--- src/sorted_table_search_defines.svh ---
// assertion macros for the sorted table search block
// used by the top level only, no other dependencies
`ifndef SORTED_TABLE_SEARCH_DEFINES_SVH
`define SORTED_TABLE_SEARCH_DEFINES_SVH

// same-cycle implication, disabled while reset is low
`define STS_ASSERT_NOW(label, clk, rst_n, ante, cons, msg) \
    label: assert property (@(posedge clk) disable iff (!rst_n) (ante) |-> (cons)) \
        else $error(msg);

// next-cycle implication, disabled while reset is low
`define STS_ASSERT_NEXT(label, clk, rst_n, ante, cons, msg) \
    label: assert property (@(posedge clk) disable iff (!rst_n) (ante) |=> (cons)) \
        else $error(msg);

`endif

--- src/sts_pkg.sv ---
// shared types and constants for the sorted table search block
// no dependencies; imported by controller, datapath and top level
package sts_pkg;

    localparam int VALUE_W             = 32;
    localparam int INDEX_W             = 10;
    localparam int LEN_W               = 11;
    localparam int POS_W               = 10;
    localparam int DEFAULT_TABLE_DEPTH = 1024;

    typedef enum logic {
        CMD_LOAD   = 1'b0,
        CMD_SEARCH = 1'b1
    } t_command;

    typedef struct packed {
        t_command                    command;
        logic [INDEX_W-1:0]          entry_index;
        logic signed [VALUE_W-1:0]   data_value;
    } t_in_item;

    typedef struct packed {
        logic                found;
        logic [POS_W-1:0]    position;
    } t_out_item;

    typedef enum logic [2:0] {
        S_IDLE,
        S_PROBE0,
        S_EVAL0,
        S_EVAL,
        S_CHECK
    } t_state;

    // controller to datapath
    typedef struct packed {
        logic load_we;
        logic cfg_we;
        logic start;
        logic rd_first;
        logic eval;
        logic first;
        logic check;
    } t_dp_cmd;

    // datapath to controller
    typedef struct packed {
        logic len_zero;
        logic last_step;
    } t_dp_sts;

endpackage

--- src/sts_ctrl.sv ---
// sequencer for loads, length writes and the halving search
// depends on sts_pkg
module sts_ctrl (
    input  logic              i_clk,
    input  logic              i_rst_n,
    input  logic              i_in_valid,
    output logic              o_in_ready,
    input  sts_pkg::t_command i_in_cmd,
    input  logic              i_cfg_valid,
    output logic              o_cfg_ready,
    output logic              o_out_valid,
    input  logic              i_out_ready,
    input  sts_pkg::t_dp_sts  i_sts,
    output sts_pkg::t_dp_cmd  o_cmd
);
    import sts_pkg::*;

    t_state r_state;
    t_state n_state;
    logic   r_out_valid;
    logic   n_out_valid;
    logic   in_fire;

    assign o_in_ready  = (r_state == S_IDLE);
    assign o_cfg_ready = 1'b1;
    assign o_out_valid = r_out_valid;
    assign in_fire     = i_in_valid && o_in_ready;

    always_ff @(posedge i_clk) begin
        if (!i_rst_n) begin
            r_state     <= S_IDLE;
            r_out_valid <= 1'b0;
        end else begin
            r_state     <= n_state;
            r_out_valid <= n_out_valid;
        end
    end

    always_comb begin
        n_state      = r_state;
        o_cmd        = '0;
        o_cmd.cfg_we = i_cfg_valid;
        unique case (r_state)
            S_IDLE: begin
                if (in_fire) begin
                    unique case (i_in_cmd)
                        CMD_LOAD: begin
                            o_cmd.load_we = 1'b1;
                        end
                        CMD_SEARCH: begin
                            o_cmd.start = 1'b1;
                            n_state     = i_sts.len_zero ? S_CHECK : S_PROBE0;
                        end
                        default: begin
                            n_state = S_IDLE;
                        end
                    endcase
                end
            end
            S_PROBE0: begin
                o_cmd.rd_first = 1'b1;
                n_state        = S_EVAL0;
            end
            S_EVAL0: begin
                o_cmd.eval  = 1'b1;
                o_cmd.first = 1'b1;
                n_state     = i_sts.last_step ? S_CHECK : S_EVAL;
            end
            S_EVAL: begin
                o_cmd.eval = 1'b1;
                n_state    = i_sts.last_step ? S_CHECK : S_EVAL;
            end
            S_CHECK: begin
                if (!r_out_valid || i_out_ready) begin
                    o_cmd.check = 1'b1;
                    n_state     = S_IDLE;
                end
            end
            default: begin
                n_state = S_IDLE;
            end
        endcase
    end

    always_comb begin
        n_out_valid = r_out_valid;
        if (r_out_valid && i_out_ready) begin
            n_out_valid = 1'b0;
        end
        if (o_cmd.check) begin
            n_out_valid = 1'b1;
        end
    end

endmodule

--- config.mk ---
export PLATFORM = sky130hd
export DESIGN_NAME = sts_ctrl
export DESIGN_NICKNAME = d
export VERILOG_FILES = /design/src/sorted_table_search_defines.svh /design/src/sts_pkg.sv /design/src/sts_ctrl.sv
export SDC_FILE = /design/constraint.sdc
export NUM_CORES = 1
export LEC_CHECK = 0
export BUFFER_PORTS_ARGS = -buffer_cell sky130_fd_sc_hd__buf_2
export CORE_AREA = 2 2 39 41
export CTS_CLUSTER_DIAMETER = 40
export DETAILED_ROUTE_END_ITERATION = 10
export DIE_AREA = 0 0 41 43
export SKIP_LAST_GASP = 1
export SYNTH_ARGS = -nofsm -noshare
export SYNTH_HDL_FRONTEND = slang
export SYNTH_SLANG_ARGS = --single-unit
export TNS_END_PERCENT = 5
--- constraint.sdc ---
create_clock -name i_clk -period 1.05 [get_ports i_clk]
set_input_delay 0.21 -clock i_clk [delete_from_list [all_inputs] [get_ports i_clk]]
set_output_delay 0.21 -clock i_clk [all_outputs]
set_load 0.005 [all_outputs]
# Word-level counts from Yosys, hierarchy flattened

Index checks and enable logic that the tools add are counted.
W data, S select, Z words.

Flip-flop bits (word level): 4
Input port bits: 8
Output and inout port bits: 10
Word-level logic and storage cells: 36

Equality and inequality tests: 7
Mux-type cells: 19
Reduce and logical (&&, ||, !) cells: 8

Operator list:

| kind                 | count |
|---|---|
| $mux W3              | 5 |
| $mux W1              | 13 |
| $pmux W3 S4          | 1 |
| $eq A3 B2 Y1 const B | 2 |
| $ne A2 B1 Y1 const B | 2 |
| $eq A3 B1 Y1 const B | 1 |
| $eq A3 B3 Y1 const B | 1 |
| $logic_not A3 Y1     | 1 |
| $reduce_and A3 Y1    | 1 |
| $logic_and A1 B1 Y1  | 2 |
| $ne A2 B2 Y1 const B | 1 |
| $reduce_bool A2 Y1   | 1 |
| $reduce_or A2 Y1     | 1 |
| $logic_not A1 Y1     | 1 |
| $logic_or A1 B1 Y1   | 1 |

# Logic depth before layout (Yosys ltp)

Gate-level depths: netlist of run 1.

Word-level depth: 5
Gate-level depth with buffers: 5
Mapped depth without buffers: 3

# Worst setup path after synthesis of run 1

OpenSTA, ideal clock, no wires.

Path kind: flip-flop to output port
Start: register r_state[1]
End: output o_cmd[0] (netlist name)
Data arrival time: 0.836 ns
Required time: 0.840 ns
Path slack: 0.004 ns
Stages on the path, launching flop included: 6
Buffers on the path: 2
Path through: dfxtp_1 > buf_4 > nor2_2 > nand2_1 > nor2_1 > buf_4

RTL lines:

| item                     | RTL line       | text |
|---|---|---|
| start: declaration       | sts_ctrl.sv:18 | `t_state r_state;` |
| start signal: assignment | sts_ctrl.sv:34 | `r_state <= n_state;` |
| end: declaration         | sts_ctrl.sv:14 | `output sts_pkg::t_dp_cmd o_cmd` |

==> flow_summary.json, run 1 <==
{
  "status": "finished with violations",
  "violations": "negative setup slack",
  "drt_iter0_drc": 1,
  "synth_fp_nets": 41,
  "die_w_um": 41,
  "firstDrtPassIters": 2,
  "rsz0062_at_grt": "true",
  "crit_path_end_kind": "primary output",
  "nets": 59,
  "path_clk_slew_ns": 0.04,
  "powerDensity_nw_per_um2": 1310,
  "ant_nets": 0,
  "wl_met1_um": 249,
  "ys_seq_area_frac": 0.322,
  "timing.final.ws_setup_ns": -0.216,
  "vdd_ir_drop_max_mv": 0.257,
  "crit_type": "reg -> out",
  "synth_warnings": 0,
  "area.growth.synth_to_final_pct": 49.2,
  "rows": 14,
  "cts_buffer_depth": 2,
  "drv_cap": 0,
  "fp.coreArea_um2": 1380,
  "synth_top_area_share": 0.322,
  "ys_top_cells_by_area": "dfxtp_1 (32%), buf_4 (12%), nor2b_1 (10%)",
  "num_vias": 264,
  "critPathMaxStageDelay_ns": 0.35,
  "routed.top_layer": "met4",
  "period_needed_ns": 1.27,
  "finalClockSkew_ns": 0.000983,
  "fin_tns_setup_ns": -1.11,
  "min_path_type": "in -> reg",
  "place_area_um2": 324,
  "postSynthAreaPerCell_um2": 7.55,
  "finalSetupViolCount": 7,
  "antenna_cells": 0,
  "timing.hold.ws_ns": 0.190,
  "power_leakage_nw": 0.194,
  "post_route_cells_drive_above_1_share": 0.510,
  "insertion_delay_ns": 0.24,
  "synth-seq-cells": 4,
  "dp_hpwl_um": 424,
  "cts-root-buf": "clkbuf_4",
  "final-hold-violation-count": 0,
  "grt_pass1_vias": 243,
  "route.detailed.drc": 0,
  "htreeDepth": 1,
  "post-route-period-util": 1.21,
  "wl_per_cell_um": 8.78,
  "synth_area_um2": 249,
  "drv_slew": 0,
  "gr-total-overflow": 0,
  "required_ns": 0.84,
  "critPathTopFamily": "flip-flops",
  "dieArea_um2": 1760,
  "tritoncts": "built",
  "die_height_um": 43,
  "fin_area_um2": 372,
  "cp_num_buf_inv": 1,
  "synth_top_area_cell": "dfxtp_1",
  "postSynthCellCount": 33,
  "gp_congestion": 0.634,
  "initial_utilization": 0.180,
  "grt_pass1_wl_um": 931,
  "grt_usage": 0.0843,
  "cpMaxStageDelayCell": "dfxtp_4",
  "max_freq_mhz": 790,
  "routed_wl_um": 571,
  "grt_max_degree": 6,
  "portBuffers": 14,
  "yosysUniqueCellTypes": 18,
  "crit_path_max_fanout": 4,
  "worstPathCellList": "nor3_4 > and3_1 > buf_2",
  "via_per_inst": 4.06,
  "routed-wl-met3_um": 55,
  "dr_wl_met2_um": 249,
  "io_pins": 18,
  "antenna_found_initial": 0,
  "fillers": 161,
  "cts_sinks": 4,
  "arrival_ns": 1.06,
  "numCtsBuffers": 3,
  "critPathLaunchType": "flip-flop"
}
-- report_power, final --
| part | switching (mW) | internal [mW] | total, mW |
|---|---|---|---|
| Clock | 0.0729 | 0.129 | 0.201 |
| Combinational | 0.0487 | 0.0607 | 0.109 |
| Sequential | 0.0152 | 0.162 | 0.178 |
| Total | 0.137 | 0.352 | 0.488 |
-- final timing paths --
kind              start    endpoint  slack, ns  cells past startpoint
max reg2reg  r_state[2]  r_state[2]          0                      4
max          r_state[2]    o_cmd[4]      -0.22                      3
min reg2reg  r_state[1]  r_state[1]       0.60                      2
min            i_sts[0]  r_state[1]       0.19                      2
-- cell usage in the layout (no fill, tap or decap) --
cell type | synthesis | final
buf_2 | 0 | 14
nor3b_1 | 1 | 1
conb_1 | 1 | 1
a211oi_1 | 1 | 1
and3_1 | 1 | 1
a21o_1 | 1 | 1
nor2_1 | 3 | 3
clkbuf_4 | 0 | 3
nor2b_1 | 4 | 4
inv_1 | 1 | 1
nor2_4 | 0 | 1
dfxtp_2 | 0 | 2
a22oi_1 | 1 | 1
nand2_1 | 4 | 4
nor3_4 | 0 | 1
dfxtp_1 | 4 | 1
dfxtp_4 | 0 | 1
nand2b_1 | 1 | 1
o22ai_1 | 1 | 1
nor3_1 | 1 | 1
a21oi_1 | 2 | 2
buf_4 | 4 | 3
-- cell type report --
type | instances | area [µm²] | area share
Clock buffer | 3 | 22.5 | 0.0606
Multi-Input combinational cell | 24 | 146 | 0.394
Timing Repair Buffer | 17 | 92.6 | 0.249
Inverter | 1 | 3.75 | 0.0101
Sequential cell | 4 | 86.3 | 0.232
Tap cell | 16 | 20.0 | 0.0539
-- per-layer routing --
metal / vias up / global-route usage
met1: 111 / 0.0932
li1: 138 / -
met3: 2 / 0.0471
met4: 0 / 0.0800
met5: - / 0
met2: 13 / 0.106
-- sequential cells by signal (all words and copies together), names as in the netlist --
signal,flops
r_state,3
o_out_valid,1
-- Yosys cell counts, drive strengths merged --
cell type  number
o22ai           1
a21oi           2
inv             1
a22oi           1
nor2b           4
a21o            1
nor3b           1
a211oi          1
nand2b          1
nor3            2
dfxtp           4
and3            1
buf             4
nand2           4
nor2            4
conb            1
-- timing repair --
item	CTS	global route
setup buffers	1	0
endpoints found under the setup margin	7	8
gates cloned	0	0
pin swaps	2	0
resized for setup	6	0
hold buffers	0	0
-- metrics by stage --
stage	total power, mW	std cells	setup slack (ns)	util
2_1_floorplan	0.240	33	0.00439	-
3_3_place_gp	0.276	61	-0.00125	0.234
3_5_place_dp	0.277	61	-0.00681	0.234
4_1_cts	0.493	65	-0.222	0.269
5_1_grt	0.523	65	-0.304	0.269
6_report	0.488	65	-0.216	0.269
-- logic make-up after synthesis --
group | Yosys count | share of synthesized area
and+or+nand+nor | 17 | 0.372
AOI/OAI and AO/OA | 6 | 0.156
buffers and inverters | 5 | 0.136
DFF | 4 | 0.322
other | 1 | 0.0151
Power figures use the tool's default switching activity.
==> run 2: changes to the inputs <==
==> constraint.sdc (replaced) <==
create_clock -name i_clk -period 1.3 [get_ports i_clk]
set_input_delay 0.26 -clock i_clk [delete_from_list [all_inputs] [get_ports i_clk]]
set_output_delay 0.26 -clock i_clk [all_outputs]
set_load 0.005 [all_outputs]
==> run 2 against run 1 <==
The run now ends clean. Global-route usage shrank 0.41 points. Worst setup slack gained 0.22 ns. Critical path depth is the same. Largest cell class unchanged. Sequential share of layout area grew 1.1 points. First-iteration DRC count grew 100%. Combinational power shrank 21%. Largest power group unchanged. Via count shrank 6.1%. Register-to-register slack gained 0.22 ns. Routed wire length shrank 1.2%. Count of clock-buffer cells in the layout is the same.
==> flow_summary.json, run 2 (same netlist as run 1, synthesis figures left out) <==
{
  "status": "complete, no violations",
  "arrival_ns": 1.03,
  "post_route_cells_drive_above_1_share": 0.479,
  "min_path_type": "in -> reg",
  "numCtsBuffers": 3,
  "cts_buffer_depth": 2,
  "rows": 14,
  "post-route-util": 0.260,
  "ant_nets": 0,
  "mostFrequentLayoutCells": "buf_2 (14), nor2b_1 (4), nand2_1 (4)",
  "powerDensity_nw_per_um2": 1060,
  "post-route-period-util": 0.993,
  "holdPathStages": 2,
  "antenna_cells": 0,
  "drv_slew": 0,
  "die_w_um": 41,
  "tritoncts": "built",
  "via_per_inst": 3.88,
  "ctsHoldBuffers": 0,
  "ff2ff_path_depth": 4,
  "portBuffers": 14,
  "max_freq_mhz": 775,
  "gp_congestion": 0.641,
  "drv_cap": 0,
  "route.detailed.drc": 0,
  "drt_iter0_drc": 2,
  "rsz0062_at_grt": "true",
  "largest_reg_flops": 3,
  "final-hold-violation-count": 0,
  "grt_pass1_vias": 246,
  "period_needed_ns": 1.29,
  "insertion_delay_ns": 0.23,
  "num_vias": 248,
  "grt_pass1_wl_um": 876,
  "seqCellArea_um2": 87.6,
  "required_ns": 1.04,
  "htreeDepth": 1,
  "fillers": 170,
  "totalPowerFinal_mw": 0.381,
  "dieArea_um2": 1760,
  "crit_path_max_fanout": 4,
  "dp_hpwl_um": 435,
  "crit_path_end_kind": "primary output",
  "finalClockSkew_ns": 0.000360,
  "grt_usage": 0.0802,
  "crit_type": "reg -> out",
  "finalSetupViolCount": 0,
  "gr-total-overflow": 0,
  "vdd_ir_drop_max_mv": 0.211,
  "grt_max_degree": 9,
  "fp.coreArea_um2": 1380,
  "path_clk_slew_ns": 0.04,
  "antenna_found_initial": 0,
  "fin_tns_setup_ns": 0,
  "multi_input_area_um2": 141,
  "routed_wl_um": 564,
  "final_common_cell": "buf_2",
  "power_leakage_nw": 0.186,
  "area.growth.synth_to_final_pct": 44.7,
  "wl_per_cell_um": 8.81,
  "cts_sinks": 4,
  "cts-root-buf": "clkbuf_4",
  "regMostFlops": "r_state",
  "io_pins": 18,
  "die_height_um": 43,
  "critPathLaunchType": "flip-flop",
  "initial_utilization": 0.180,
  "firstDrtPassIters": 2,
  "nets": 58
}
## run 2: worst paths after layout
check / from / end / slack, ns
setup / recovery: r_state[2] / o_cmd[4] / 0.009
hold / removal: i_sts[0] / r_state[1] / 0.24
setup reg to reg: r_state[0] / r_state[2] / 0.22
hold reg to reg: r_state[1] / r_state[1] / 0.51
## run 2: layout make-up
| type | instances | share of cell area |
|---|---|---|
| inverter | 1 | 0.0104 |
| timing repair buffer | 16 | 0.236 |
| clock buffer | 3 | 0.0625 |
| multi-input combinational | 24 | 0.392 |
| sequential | 4 | 0.243 |
| tap | 16 | 0.0556 |
## run 2: through the flow
| stage | cell area [µm²] | std cells | setup WS, ns | hold slack [ns] |
|---|---|---|---|---|
| after floorplan | 249 | 33 | 0.204 | 0.359 |
| after global placement | 317 | 60 | 0.201 | 0.488 |
| after detailed placement | 317 | 60 | 0.152 | 0.504 |
| after CTS | 360 | 64 | -0.0118 | 0.241 |
| after global routing | 360 | 64 | -0.0790 | 0.248 |
| final | 360 | 64 | 0.00888 | 0.243 |
## run 2: power breakdown
group / switching [mW] / internal, mW
registers: 0.0120 / 0.130
logic: 0.0376 / 0.0486
clock network: 0.0499 / 0.103
total: 0.0995 / 0.282
## run 2: repair_timing
| action | in CTS | in global routing |
|---|---|---|
| setup buffers | 1 | 0 |
| hold endpoints to repair | 0 | 0 |
| pin swaps | 2 | 0 |
| resized for setup | 5 | 0 |
| endpoints found under the setup margin | 4 | 5 |
| gates cloned | 0 | 0 |
## run 2: layer usage
metal / global-route usage / part of all wire
met1: 0.0737 / 0.43
met2: 0.109 / 0.48
met3: 0.0366 / 0.087
met4: 0.100 / 0
met5: 0 / 0
## run 2: worst max-delay path, stage by stage (launching register included)
cell,delay (ns)
dfxtp_4,0.35
nor3_4,0.19
and3_1,0.16
buf_2,0.10
==> run 3: changes to the inputs <==
--- a/config.mk
+++ b/config.mk
@@ -10,6 +10,8 @@
 export CTS_CLUSTER_DIAMETER = 40
 export DETAILED_ROUTE_END_ITERATION = 10
 export DIE_AREA = 0 0 41 43
+export MAX_ROUTING_LAYER = met4
+export RECOVER_POWER = 50
 export SKIP_LAST_GASP = 1
 export SYNTH_ARGS = -nofsm -noshare
 export SYNTH_HDL_FRONTEND = slang
==> run 3 against run 2 <==
Critical path depth did not move. Global-route usage is 0.20 points higher. Utilization decreased by 0.27 points. First-iteration DRC count unchanged. Total power fell by 0.81%. Clock skew is the same. Non-clock buffer count unchanged. Critical path type unchanged. Critical endpoint unchanged. Largest power group unchanged. Highest routed layer unchanged.
==> flow_summary.json, run 3 (same netlist as run 1, synthesis figures left out) <==
{
  "gp_congestion": 0.646,
  "finalSetupViolCount": 0,
  "firstDrtPassIters": 2,
  "grt_pass1_wl_um": 876,
  "holdPathStages": 2,
  "io_pins": 18,
  "min_path_type": "in -> reg",
  "num_vias": 250,
  "r2r_slack_ns": 0.21,
  "tritoncts": "built",
  "vdd_ir_drop_max_mv": 0.211,
  "crit_type": "reg -> out",
  "post-route-period-util": 0.993,
  "max_freq_mhz": 775,
  "ant_nets": 0,
  "worst_hold_startpoint": "i_sts[0]",
  "worstPathCellList": "nor3_4 > and3_1 > buf_2",
  "rsz0062_at_grt": "true",
  "final-hold-violation-count": 0,
  "post_route_cells_drive_above_1_share": 0.458,
  "insertion_delay_ns": 0.23,
  "regMostFlops": "r_state",
  "grt_usage": 0.0822,
  "powerDensity_nw_per_um2": 1060,
  "timing.rr.end": "r_state[2]",
  "drv_cap": 0,
  "routed_wl_um": 561,
  "seq_power_share": 0.375,
  "dp_hpwl_um": 435,
  "period_needed_ns": 1.29,
  "cts-root-buf": "clkbuf_4",
  "largest_reg_flops": 3,
  "arrival_ns": 1.03,
  "place_area_um2": 317,
  "critPathTopFamily": "flip-flops",
  "gr-total-overflow": 0,
  "fp.coreArea_um2": 1380,
  "area.growth.synth_to_final_pct": 43.2,
  "cts_sinks": 4,
  "htreeDepth": 1,
  "grt_max_degree": 9,
  "crit_path_end_kind": "primary output",
  "status": "complete, no violations",
  "initial_utilization": 0.180,
  "dieArea_um2": 1760,
  "final_common_cell": "buf_2",
  "numCtsBuffers": 3,
  "nets": 58,
  "die_w_um": 41,
  "worstSetupStartpoint": "r_state[2]",
  "route.detailed.drc": 0,
  "fin_area_um2": 357,
  "ctsHoldBuffers": 0,
  "portBuffers": 14,
  "path_clk_slew_ns": 0.04,
  "timing.final.ws_setup_ns": 0.00904,
  "hold_path_end": "r_state[1]",
  "power_leakage_nw": 0.183,
  "switchingPower_mw": 0.0993,
  "mostFrequentLayoutCells": "buf_2 (14), nor2b_1 (4), nand2_1 (4)",
  "grt_pass1_vias": 246,
  "comb_power_share": 0.220,
  "cp_num_buf_inv": 1,
  "via_per_inst": 3.91,
  "drt_iter0_drc": 2,
  "critPathLaunchType": "flip-flop",
  "rows": 14,
  "finalClockSkew_ns": 0.000360,
  "switching_share": 0.263,
  "dp_slack_ns": 0.152,
  "cpMaxStageDelayCell": "dfxtp_4",
  "antenna_found_initial": 0,
  "antenna_cells": 0,
  "reg2reg_from": "r_state[0]",
  "drv_slew": 0,
  "critPathMaxStageDelay_ns": 0.35,
  "pwr-share-clk": 0.405,
  "internal_power_mw": 0.279,
  "crit_path_max_fanout": 4,
  "cts_buffer_depth": 2,
  "ff2ff_path_depth": 4,
  "required_ns": 1.04,
  "die_height_um": 43,
  "wl_per_cell_um": 8.77
}
==> run 3: cell types whose count changed in the layout (fill, tap and decap cells not counted) <==
cell,delta
buf_4,-1
clkbuf_1,+1
==> run 3: power by group through the flow <==
stage | registers, mW | clock network, mW | logic (mW)
after detailed placement | 0.143 | 0 | 0.0808
after CTS | 0.142 | 0.164 | 0.0870
after global routing | 0.143 | 0.170 | 0.0974
after global placement | 0.143 | 0 | 0.0805
after floorplan | 0.139 | 0 | 0.0554
final | 0.142 | 0.153 | 0.0831
==> run 3: final cells by class <==
class | count | area, µm²
Sequential cell | 4 | 87.6
Multi-Input combinational cell | 24 | 141
Fill cell | 172 | 1030
Timing Repair Buffer | 16 | 81.3
Tap cell | 16 | 20.0
Clock buffer | 3 | 22.5
Inverter | 1 | 3.75
==> run 3: worst max-delay path by stage <==
| stage | to | slack (ns) | cells past startpoint |
|---|---|---|---|
| after floorplan | o_cmd[0] | 0.20 | 5 |
| after CTS | o_cmd[4] | -0.01 | 3 |
| final | o_cmd[4] | 0.009 | 3 |
| after global placement | o_cmd[1] | 0.20 | 3 |
| after global routing | o_cmd[6] | -0.08 | 4 |
| after detailed placement | o_cmd[1] | 0.15 | 3 |
==> run 3: metal layers <==
metal / vias up / global-route usage / share of wire
met2: 11 / 0.109 / 0.48
met1: 101 / 0.0769 / 0.43
met3: 0 / 0.0314 / 0.087
met4: 0 / 0.100 / 0
met5: - / - / 0
li1: 138 / - / -
==> run 3: worst reg2reg max path, stage by stage, from the launching register on <==
cell and delay, ns:
dfxtp_1 0.44, nor2_2 0.07, clkbuf_1 0.13, a21o_1 0.18, o22ai_1 0.18
==> run 3: what timing repair did <==
| item | CTS | global route |
|---|---|---|
| buffers inserted | 1 | 0 |
| resized for setup | 5 | 0 |
| setup endpoints to repair | 4 | 5 |
| pin swaps | 2 | 0 |
| cloned | 0 | 0 |
==> run 3: through the flow <==
step                cells  total power, mW  TNS, ns   util  hold WS, ns
floorplan              33            0.194        0      -        0.359
global placement       60            0.223        0  0.229        0.488
detailed placement     60            0.224        0  0.229        0.504
CTS                    64            0.393  -0.0131  0.260        0.241
global route           64            0.411   -0.324  0.258        0.249
finish                 64            0.378        0  0.258        0.243
